### src/design/chp_pkg.sv
// Shared types, colors and per-standard frame geometry for the crosshatch pattern.
package chp_pkg;

    // Field widths
    localparam int unsigned X_W   = 10;
    localparam int unsigned Y_W   = 9;
    localparam int unsigned RGB_W = 24;
    localparam int unsigned STD_W = 2;

    // Video standard codes; the unused code falls back to NTSC
    typedef enum logic [STD_W-1:0] {
        STD_NTSC = 2'd0,
        STD_PAL  = 2'd1,
        STD_480I = 2'd2
    } t_std;

    localparam t_std STD_RESET = STD_NTSC;

    // Colors
    localparam logic [RGB_W-1:0] COL_WHITE = 24'hFFFFFF;
    localparam logic [RGB_W-1:0] COL_GREY  = 24'hA0A0A0;
    localparam logic [RGB_W-1:0] COL_DIM   = 24'h404040;
    localparam logic [RGB_W-1:0] COL_BLACK = 24'h000000;

    // Frame sizes
    localparam int WIDTH_SD    = 352;
    localparam int WIDTH_480I  = 720;
    localparam int HEIGHT_NTSC = 240;
    localparam int HEIGHT_PAL  = 288;
    localparam int HEIGHT_480I = 480;

    // Center cross half spans
    localparam int CROSS_HALF_X = 16;
    localparam int CROSS_HALF_Y = 12;

    // Crosshatch divisions
    localparam int HATCH_COLS = 16;
    localparam int HATCH_ROWS = 12;

    // Safe box inset divisor
    localparam int SAFE_DIV = 20;

    // Precomputed frame geometry for one standard
    typedef struct packed {
        logic [X_W-1:0] width;
        logic [X_W-1:0] x_last;
        logic [X_W-1:0] cx;
        logic [X_W-1:0] cx_lo;
        logic [X_W-1:0] cx_hi;
        logic [X_W-1:0] ix;
        logic [X_W-1:0] ix_far;
        logic [Y_W-1:0] height;
        logic [Y_W-1:0] y_last;
        logic [Y_W-1:0] cy;
        logic [Y_W-1:0] cy_lo;
        logic [Y_W-1:0] cy_hi;
        logic [Y_W-1:0] iy;
        logic [Y_W-1:0] iy_far;
    } t_geom;

    // Horizontal geometry; the SD values are shared by NTSC and PAL
    localparam int SD_CX   = WIDTH_SD / 2;
    localparam int SD_IX   = WIDTH_SD / SAFE_DIV;
    localparam int HD_CX   = WIDTH_480I / 2;
    localparam int HD_IX   = WIDTH_480I / SAFE_DIV;
    // Vertical geometry
    localparam int NTSC_CY = HEIGHT_NTSC / 2;
    localparam int NTSC_IY = HEIGHT_NTSC / SAFE_DIV;
    localparam int PAL_CY  = HEIGHT_PAL / 2;
    localparam int PAL_IY  = HEIGHT_PAL / SAFE_DIV;
    localparam int HD_CY   = HEIGHT_480I / 2;
    localparam int HD_IY   = HEIGHT_480I / SAFE_DIV;

    localparam t_geom GEOM_NTSC = '{
        width:  X_W'(WIDTH_SD),
        x_last: X_W'(WIDTH_SD - 1),
        cx:     X_W'(SD_CX),
        cx_lo:  X_W'(SD_CX - CROSS_HALF_X),
        cx_hi:  X_W'(SD_CX + CROSS_HALF_X),
        ix:     X_W'(SD_IX),
        ix_far: X_W'(WIDTH_SD - 1 - SD_IX),
        height: Y_W'(HEIGHT_NTSC),
        y_last: Y_W'(HEIGHT_NTSC - 1),
        cy:     Y_W'(NTSC_CY),
        cy_lo:  Y_W'(NTSC_CY - CROSS_HALF_Y),
        cy_hi:  Y_W'(NTSC_CY + CROSS_HALF_Y),
        iy:     Y_W'(NTSC_IY),
        iy_far: Y_W'(HEIGHT_NTSC - 1 - NTSC_IY)
    };

    localparam t_geom GEOM_PAL = '{
        width:  X_W'(WIDTH_SD),
        x_last: X_W'(WIDTH_SD - 1),
        cx:     X_W'(SD_CX),
        cx_lo:  X_W'(SD_CX - CROSS_HALF_X),
        cx_hi:  X_W'(SD_CX + CROSS_HALF_X),
        ix:     X_W'(SD_IX),
        ix_far: X_W'(WIDTH_SD - 1 - SD_IX),
        height: Y_W'(HEIGHT_PAL),
        y_last: Y_W'(HEIGHT_PAL - 1),
        cy:     Y_W'(PAL_CY),
        cy_lo:  Y_W'(PAL_CY - CROSS_HALF_Y),
        cy_hi:  Y_W'(PAL_CY + CROSS_HALF_Y),
        iy:     Y_W'(PAL_IY),
        iy_far: Y_W'(HEIGHT_PAL - 1 - PAL_IY)
    };

    localparam t_geom GEOM_480I = '{
        width:  X_W'(WIDTH_480I),
        x_last: X_W'(WIDTH_480I - 1),
        cx:     X_W'(HD_CX),
        cx_lo:  X_W'(HD_CX - CROSS_HALF_X),
        cx_hi:  X_W'(HD_CX + CROSS_HALF_X),
        ix:     X_W'(HD_IX),
        ix_far: X_W'(WIDTH_480I - 1 - HD_IX),
        height: Y_W'(HEIGHT_480I),
        y_last: Y_W'(HEIGHT_480I - 1),
        cy:     Y_W'(HD_CY),
        cy_lo:  Y_W'(HD_CY - CROSS_HALF_Y),
        cy_hi:  Y_W'(HD_CY + CROSS_HALF_Y),
        iy:     Y_W'(HD_IY),
        iy_far: Y_W'(HEIGHT_480I - 1 - HD_IY)
    };

    // Result of one pixel
    typedef struct packed {
        logic [RGB_W-1:0] rgb;
        logic             outside;
    } t_pix;

endpackage

### src/design/chp_pattern.sv
// Combinational pattern decode: pixel coordinate and standard to color.
module chp_pattern (
    input  logic [chp_pkg::STD_W-1:0] i_std,
    input  logic [chp_pkg::X_W-1:0]   i_x,
    input  logic [chp_pkg::Y_W-1:0]   i_y,
    output chp_pkg::t_pix             o_pix
);

    chp_pkg::t_geom geom;
    logic           wide;
    logic           outside;
    logic           border, cross_h, cross_v, grey_h, grey_v;
    logic           hatch_sd, hatch_hd, hatch_ntsc, hatch_pal, hatch_480i;
    logic           hatch_x, hatch_y;

    // Geometry select; the unused code maps to NTSC
    always_comb begin
        case (chp_pkg::t_std'(i_std))
            chp_pkg::STD_PAL:  geom = chp_pkg::GEOM_PAL;
            chp_pkg::STD_480I: geom = chp_pkg::GEOM_480I;
            default:           geom = chp_pkg::GEOM_NTSC;
        endcase
    end

    assign wide = (chp_pkg::t_std'(i_std) == chp_pkg::STD_480I);

    // Hatch column hits for both frame widths, all compares against constants
    always_comb begin
        hatch_sd = 1'b0;
        hatch_hd = 1'b0;
        for (int i = 1; i < chp_pkg::HATCH_COLS; i++) begin
            hatch_sd |= (i_x == chp_pkg::X_W'((i * chp_pkg::WIDTH_SD) / chp_pkg::HATCH_COLS));
            hatch_hd |= (i_x == chp_pkg::X_W'((i * chp_pkg::WIDTH_480I) / chp_pkg::HATCH_COLS));
        end
    end

    always_comb begin
        hatch_ntsc = 1'b0;
        hatch_pal  = 1'b0;
        hatch_480i = 1'b0;
        for (int j = 1; j < chp_pkg::HATCH_ROWS; j++) begin
            hatch_ntsc |= (i_y == chp_pkg::Y_W'((j * chp_pkg::HEIGHT_NTSC)
                                                / chp_pkg::HATCH_ROWS));
            hatch_pal  |= (i_y == chp_pkg::Y_W'((j * chp_pkg::HEIGHT_PAL)
                                                / chp_pkg::HATCH_ROWS));
            hatch_480i |= (i_y == chp_pkg::Y_W'((j * chp_pkg::HEIGHT_480I)
                                                / chp_pkg::HATCH_ROWS));
        end
    end

    always_comb begin
        case (chp_pkg::t_std'(i_std))
            chp_pkg::STD_PAL:  hatch_y = hatch_pal;
            chp_pkg::STD_480I: hatch_y = hatch_480i;
            default:           hatch_y = hatch_ntsc;
        endcase
    end

    assign hatch_x = wide ? hatch_hd : hatch_sd;

    // Feature hits
    assign outside = (i_x >= geom.width) || (i_y >= geom.height);
    assign border  = (i_x == '0) || (i_y == '0) || (i_x == geom.x_last) || (i_y == geom.y_last);
    assign cross_h = (i_y == geom.cy) && (i_x >= geom.cx_lo) && (i_x <= geom.cx_hi);
    assign cross_v = (i_x == geom.cx) && (i_y >= geom.cy_lo) && (i_y <= geom.cy_hi);
    assign grey_h  = ((i_y == geom.iy) || (i_y == geom.iy_far))
                     && (i_x >= geom.ix) && (i_x <= geom.ix_far);
    assign grey_v  = ((i_x == geom.ix) || (i_x == geom.ix_far))
                     && (i_y >= geom.iy) && (i_y <= geom.iy_far);

    // Priority: outside, white, grey, dim, black
    always_comb begin
        o_pix.outside = outside;
        if (outside) begin
            o_pix.rgb = chp_pkg::COL_BLACK;
        end else if (border || cross_h || cross_v) begin
            o_pix.rgb = chp_pkg::COL_WHITE;
        end else if (grey_h || grey_v) begin
            o_pix.rgb = chp_pkg::COL_GREY;
        end else if (hatch_x || hatch_y) begin
            o_pix.rgb = chp_pkg::COL_DIM;
        end else begin
            o_pix.rgb = chp_pkg::COL_BLACK;
        end
    end

endmodule

### src/design/crosshatch_test_pattern_pixel.sv
// Top level of the crosshatch test pattern pixel generator.
//
//  Channel   Direction  Handshake                  Payload
//  cfg       in         i_cfg_we                   i_cfg_data (video standard)
//  in        in         i_in_valid / o_in_stall    i_pixel_x, i_pixel_y
//  out       out        o_out_valid / i_out_stall  o_pixel_rgb, o_outside_frame
//
// One pixel per clock sustained while the output is not stalled; a result passes through
// the input register, pattern decode and result register.
// Synchronous active-low reset empties both stages and selects NTSC.
// An output stall holds the result register; the input register still takes a beat
// while it is empty, so the input side stalls only when both stages are full.
module crosshatch_test_pattern_pixel (
    input  logic                        i_clk,
    input  logic                        i_rst_n,
    // Configuration
    input  logic                        i_cfg_we,
    input  logic [chp_pkg::STD_W-1:0]   i_cfg_data,
    // Input pixel coordinates
    input  logic                        i_in_valid,
    output logic                        o_in_stall,
    input  logic [chp_pkg::X_W-1:0]     i_pixel_x,
    input  logic [chp_pkg::Y_W-1:0]     i_pixel_y,
    // Output pixel color
    output logic                        o_out_valid,
    input  logic                        i_out_stall,
    output logic [chp_pkg::RGB_W-1:0]   o_pixel_rgb,
    output logic                        o_outside_frame
);

    logic [chp_pkg::STD_W-1:0] r_std;
    logic                      r_s1_valid, n_s1_valid;
    logic [chp_pkg::X_W-1:0]   r_x;
    logic [chp_pkg::Y_W-1:0]   r_y;
    logic                      r_out_valid, n_out_valid;
    chp_pkg::t_pix             r_pix;
    chp_pkg::t_pix             pix;
    logic                      adv_out, adv_in;

    // Configuration register
    always_ff @(posedge i_clk) begin
        if (!i_rst_n) begin
            r_std <= chp_pkg::STD_RESET;
        end else if (i_cfg_we) begin
            r_std <= i_cfg_data;
        end
    end

    // Stage enables
    assign adv_out    = !r_out_valid || !i_out_stall;
    assign adv_in     = !r_s1_valid || adv_out;
    assign o_in_stall = !adv_in;

    assign n_s1_valid  = adv_in ? i_in_valid : r_s1_valid;
    assign n_out_valid = adv_out ? r_s1_valid : r_out_valid;

    // Input register
    always_ff @(posedge i_clk) begin
        if (!i_rst_n) begin
            r_s1_valid <= 1'b0;
        end else begin
            r_s1_valid <= n_s1_valid;
        end
    end

    always_ff @(posedge i_clk) begin
        if (adv_in && i_in_valid) begin
            r_x <= i_pixel_x;
            r_y <= i_pixel_y;
        end
    end

    // Pattern decode
    chp_pattern u_pattern (
        .i_std (r_std),
        .i_x   (r_x),
        .i_y   (r_y),
        .o_pix (pix)
    );

    // Result register
    always_ff @(posedge i_clk) begin
        if (!i_rst_n) begin
            r_out_valid <= 1'b0;
        end else begin
            r_out_valid <= n_out_valid;
        end
    end

    always_ff @(posedge i_clk) begin
        if (adv_out && r_s1_valid) begin
            r_pix <= pix;
        end
    end

    assign o_out_valid     = r_out_valid;
    assign o_pixel_rgb     = r_pix.rgb;
    assign o_outside_frame = r_pix.outside;

    // Reset empties the result stage
    a_reset_empty: assert property (@(posedge i_clk) !i_rst_n |=> !o_out_valid)
        else $error("result valid after reset");

    // Off-frame pixels are black
    a_outside_black: assert property (@(posedge i_clk) disable iff (!i_rst_n)
        o_out_valid && o_outside_frame |-> o_pixel_rgb == chp_pkg::COL_BLACK)
        else $error("off-frame pixel not black");

    // Only the four pattern colors ever leave the block
    a_color_set: assert property (@(posedge i_clk) disable iff (!i_rst_n)
        o_out_valid |-> (o_pixel_rgb == chp_pkg::COL_WHITE) || (o_pixel_rgb == chp_pkg::COL_GREY)
                     || (o_pixel_rgb == chp_pkg::COL_DIM) || (o_pixel_rgb == chp_pkg::COL_BLACK))
        else $error("unexpected pixel color");

    // Input side stalls only when both stages are full and the output is stalled
    a_stall_cause: assert property (@(posedge i_clk) disable iff (!i_rst_n)
        o_in_stall |-> r_s1_valid && r_out_valid && i_out_stall)
        else $error("input stalled without cause");

    // A decoded beat moves into an empty result stage
    a_forward: assert property (@(posedge i_clk) disable iff (!i_rst_n)
        r_s1_valid && !r_out_valid |=> o_out_valid)
        else $error("beat lost between stages");

endmodule

### config.mk
export PLATFORM = sky130hd
export DESIGN_NAME = crosshatch_test_pattern_pixel
export DESIGN_NICKNAME = d
export VERILOG_FILES = /design/src/design/chp_pkg.sv /design/src/design/chp_pattern.sv /design/src/design/crosshatch_test_pattern_pixel.sv
export SDC_FILE = /design/constraint.sdc
export NUM_CORES = 1
export LEC_CHECK = 0
export BUFFER_PORTS_ARGS = -buffer_cell sky130_fd_sc_hd__buf_2
export CAP_MARGIN = 5
export CORE_UTILIZATION = 50
export DETAILED_ROUTE_END_ITERATION = 8
export GPL_TIMING_DRIVEN = 0
export PLACE_DENSITY = 0.82
export SYNTH_ARGS = -nofsm -noshare
export SYNTH_HDL_FRONTEND = slang
export SYNTH_SLANG_ARGS = --single-unit
### constraint.sdc
create_clock -name i_clk -period 3.14 [get_ports i_clk]
set_clock_uncertainty 0.05 [all_clocks]
set_input_delay 0.314 -clock i_clk [delete_from_list [all_inputs] [get_ports i_clk]]
set_output_delay 0.314 -clock i_clk [all_outputs]
set_load 0.01 [all_outputs]
[Word-level counts from Yosys, hierarchy flattened]
Cells that the tools add are included.
Word-level totals
  register bits: 48
  output and inout bits: 27
  word-level logic and storage cells: 175
Cells by class
  order comparisons: 10
  equal/unequal tests: 66
  mux-type cells: 6
  bitwise gates (word level): 58
  reductions and logical operators: 28
Operators with widths (number)
  one-hot mux 133 bit (2 select lines): 1
  == test 10 x 9 -> 1 bit, second input constant: 10
  == test 10 x 8 -> 1 bit, second input constant: 9
  == test 9 x 8 -> 1 bit, second input constant: 10
  OR 1 bit: 58
  == test 9 bit, second input constant: 6
  two-way mux 24 bit: 2
  == test 9 x 7 -> 1 bit, second input constant: 5
  == test 10 bit: 4
  == test 10 bit, second input constant: 4
  == test 10 x 7 -> 1 bit, second input constant: 4
  == test 9 bit: 4
  >= comparator 10 bit: 3
  == test 9 x 6 -> 1 bit, second input constant: 3
  >= comparator 9 bit: 3
  two-way mux 23 bit: 1
  == test 10 x 6 -> 1 bit, second input constant: 2
  less-or-equal comparator 10 bit: 2
  == test 9 x 5 -> 1 bit, second input constant: 2
  less-or-equal comparator 9 bit: 2
  logical OR 1 bit: 12
  == test 10 x 5 -> 1 bit, second input constant: 1
  logical AND 1 bit: 10
  logical NOT 10 bit: 1
  other kinds (6): 9

[Depth between registers and ports, before layout]
  depth in word-level cells: 20
  gate-level depth with buffers: 11

[By module]
From an unflattened synthesis, not the netlist that was laid out.
Second synthesis, totals
  cell total of the unflattened synthesis: 370
  area total of the unflattened synthesis: 3741.1 µm²
Modules (own cells, without submodules)
  chp_pattern: instances 1, cells each 312, area each 2263.4 µm²
  crosshatch_test_pattern_pixel: instances 1, cells each 58, area each 1477.7 µm²

[Worst setup path before layout]
No wires, ideal clock.
  kind: reg2reg
  start: register r_std[0] (netlist bit)
  end: register r_pix (netlist bit o_pixel_rgb[22]), data pin
  arrival time: 2.669 ns
  path slack: 0.274 ns
  stages on the path, launching flop included: 12
  buffers on the path: 0
  clock period less this slack: 2.866 ns
  cell sequence: dfxtp_1 > inv_1 > ha_1 > inv_1 > ha_1 > and3_1 > nand4_1 > o221a_1 > o221a_2 > a31oi_1 > o31ai_1 > a21oi_1
On the way
  cells in the longest elaborated chain, start to end: 9
Ends and longest elaborated chain
  start, declared: line crosshatch_test_pattern_pixel.sv:31  | logic [chp_pkg::STD_W-1:0] r_std;
  start signal, assigned: line crosshatch_test_pattern_pixel.sv:43  | r_std <= chp_pkg::STD_RESET;
  start signal, assigned: line crosshatch_test_pattern_pixel.sv:45  | r_std <= i_cfg_data;
  parallel branches: the longest is 9 deep, another holds >= comparator 10 bit
  end signal, assigned: line crosshatch_test_pattern_pixel.sv:92  | r_pix <= pix;
  end, declared: line crosshatch_test_pattern_pixel.sv:36  | chp_pkg::t_pix r_pix;
Parallel ways; which one is timed is not known.
A chain may end at the register's enable or synchronous reset.

[Final worst setup path]
Same ends and word-level chain as after synthesis.

==> qor.tcl <==
set qor(finish.net_count) 482
set qor(maxSlewViolCount) 0
set qor(drtAntennaViolNets) 0
set qor(rsz0062_at_grt) {false}
set qor(most_common_cell_after_layout_fill_and_taps_aside) {sky130_fd_sc_hd__buf_2}
set qor(hpwlAfterDp_mm) 5.92
set qor(r2r.worst_path.cells) 11
set qor(timing_hold_violations_final) 0
set qor(routed-via-count) 3100
set qor(synth.area.mux_share_pct) 1.03
set qor(synth_instances) 356
set qor(netlist_area_sq_um) 3050
set qor(wl_per_cell_um) 16.8
set qor(timing.critical_path.max_delay_family) {compound AO/OA/AOI/OAI gates}
set qor(crit_fanout) 6
set qor(detail_route.first_pass.iterations) 5
set qor(grt_antenna_before_repair) 0
set qor(core_area_sq_um) 5890
set qor(floorplan.die.height_um) 80.1
set qor(max_cap_violations) 0
set qor(ports_placed_on_the_boundary) 53
set qor(io_buffer_count) 52
set qor(tightest_slew_ps) 974
set qor(drc_errors) 0
set qor(placed_cell_area_sq_um) 3400
set qor(worst_path_largest_cell_delay_ps) 380
set qor(yosys.area_share.simple_pct) 27.2
set qor(overflow) 0
set qor(busiest_layer) {met2}
set qor(hold_path.class) {input pin to flop}
set qor(worstSetupPathDepth) 11
set qor(num_rows) 28
set qor(max_freq_mhz) 342
set qor(grt_start_max_net_pins) 20
set qor(max_rail_drop_vdd_mv) 0.372
set qor(worst_ep_arrival_time_ps) 3000
set qor(outcome) {finished, final reports clean}
set qor(synth_xor_area_share_pct) 0.862
set qor(start_util_pct) 51.8
set qor(critPathRequiredTime_ps) 3220
set qor(critical_path_endpoint_category) {flop}
set qor(synth_area_per_cell_sq_um) 8.56
set qor(synthDistinctLibCells) 59
set qor(layout-drive-gt1-share_pct) 22.9
set qor(clkSinkCount) 27
set qor(gr-usage-met2_pct) 42.0
set qor(most-common-layout-cells) {sky130_fd_sc_hd__buf_2 (58), sky130_fd_sc_hd__ha_1 (39), sky130_fd_sc_hd__buf_4 (25), sky130_fd_sc_hd__edfxtp_1 (23)}
set qor(power.density_nw_per_um2) 286
set qor(yosys.area_share.adder_pct) 16.4
set qor(setup.worst_path.start_class) {flop}
set qor(final.hold.worst_slack_ps) 154
set qor(finalWirelength_mm) 8.23
set qor(timing.critical_path.cells) {inv_1 > ha_4 > clkinvlp_4 > ha_1 > and3_1 > nand4_1 > o221a_1 > o221a_2 > a31oi_1 > o31ai_1 > a21oi_1}
set qor(synth-compound-area-share_pct) 19.1
set qor(grt_usage_pct) 25.7
set qor(setup-violations-final) 0
set qor(clk_latency_ps) 280
set qor(grt_pass1_wl_mm) 13.0
set qor(final.setup.worst_slack_ps) 220
set qor(asr_flop_ratio_synth_pct) 0
set qor(hold_path_depth) 1
set qor(grt_util_met1_pct) 34.7
set qor(cts.path.max_buffers) 2
set qor(cp_slowest_cell) {sky130_fd_sc_hd__ha_1}
set qor(dr.first_iter.drc_count) 374
set qor(finish.instance_area_sq_um) 3490
set qor(h-tree-depth) 1
set qor(detail_route.vias_per_cell) 6.33
set qor(die-width_um) 80.1
set qor(globalplace.congestion) 0.947
set qor(die_area_sq_um) 6410
set qor(syn-num-nets) 422
set qor(fin_crit_ps) 2920
set qor(slew_headroom_pct) 34.8
set qor(met3_usage_pct) 1.82
set qor(dp_slack_ps) -560
set qor(worst_setup_hold_path_clk_slew_ps) 90
set qor(cts_hold_buf) 0
set qor(cts_tree) {yes}
set qor(synth-edff-count) 23
set qor(synth_seq_cells) 27
set qor(buffers_plus_inverters_on_the_worst_setup_path) 2
set qor(ys.flop_type) {sky130_fd_sc_hd__edfxtp_1}
set qor(ys_seq_area_share_pct) 25.3
set qor(setup.worst_path.class) {flop to flop}
set qor(layout-area-overhead-vs-synth_pct) 14.7
set qor(synth_top_family_by_area) {simple AND/OR/NAND/NOR gates}
set qor(cts-buffers-inserted) 3
set qor(ys_warnings) 0
set qor(final_min_period_over_clock_period_pct) 93.0
set qor(static-leakage-power_uw) 0.00141
set qor(post-layout-total-power_uw) 998
set qor(n_antenna_cell) 0
set qor(cts_root_buf) {sky130_fd_sc_hd__clkbuf_8}
set qor(grt_pass1_vias) 2810
[metrics by stage]
step | instances | utilization, % | setup TNS, ps
after floorplan | 356 | - | 0
after global placement | 483 | 57.8 | -1160
after detailed placement | 483 | 57.8 | -1290
after CTS | 489 | 59.1 | 0
after global routing | 490 | 59.4 | 0
final | 490 | 59.4 | 0
[flip-flops by register name, summed over array words and instances (netlist names)]
name / count
r_y: 9
o_pixel_rgb: 3
r_x: 10
r_s1_valid: 1
o_out_valid: 1
o_outside_frame: 1
r_std: 2
[Yosys cell counts, drive strengths merged, types with 4 or more instances]
| cell | number | area share [%] |
|---|---|---|
| nand2b | 8 | 1.6 |
| nor2b | 22 | 4.5 |
| nand4 | 14 | 2.9 |
| clkbuf | 15 | 1.8 |
| buf | 28 | 6.4 |
| inv | 15 | 1.8 |
| edfxtp | 23 | 23 |
| o21ai | 17 | 2.8 |
| o21a | 4 | 0.99 |
| a21oi | 21 | 3.4 |
| nand2 | 11 | 1.4 |
| nor4 | 9 | 1.8 |
| nor3 | 10 | 1.6 |
| ha | 40 | 16 |
| dfxtp | 4 | 2.6 |
| nor3b | 7 | 1.7 |
| nand3 | 16 | 2.6 |
| nor2 | 20 | 2.5 |
| nor4bb | 4 | 1.3 |
| nand3b | 4 | 0.99 |
[layout make-up]
class	instances	area [sq um]
Fill cell	494	2390
Tap cell	75	93.8
Clock buffer	3	41.3
Clock inverter	1	5.00
Sequential cell	27	771
Multi-Input combinational cell	271	1990
Inverter	15	60.1
Buffer	43	251
Timing Repair Buffer	55	283
[where the power goes]
group / internal (uW) / switching [uW]
Combinational: 153 / 204
Sequential: 413 / 29.3
Clock: 89.2 / 110
Total: 655 / 343
[worst paths after layout]
check,startpoint,endpoint,slack [ps]
hold reg to reg,r_s1_valid$_SDFFE_PN0N_,o_out_valid$_SDFFE_PN0P_,490
setup reg to reg,r_std[0]$_SDFFE_PN0P_,o_pixel_rgb[22]$_SDFFCE_PP0P_,220
setup / recovery,r_std[0]$_SDFFE_PN0P_,o_pixel_rgb[22]$_SDFFCE_PP0P_,220
hold / removal,i_pixel_y[6],r_y[6]$_DFFE_PP_,150
[cell families (layout without fill, tap and decap cells)]
group / Yosys count / count (layout)
DFF: 27 / 27
AOI/OAI and AO/OA: 84 / 84
buffers and inverters: 58 / 117
and+or+nand+nor: 141 / 141
muxes: 3 / 3
adders and majority gates: 40 / 40
xor gates and xnor gates: 3 / 3
[metal layers]
layer | part of all wire (%) | vias up | routed length (um)
li1 | - | 1458 | -
met1 | 44 | 1400 | 3640
met2 | 46 | 210 | 3750
met3 | 7.8 | 32 | 645
met4 | 2.4 | 0 | 196
met5 | 0 | - | 0
[repair_timing]
action	4_1_cts	5_1_grt
pin swaps	0	0
setup buffers	2	1
gates resized for setup	3	1
endpoints found under the setup margin	3	2
Note: power is estimated with default switching activity, not from simulation.
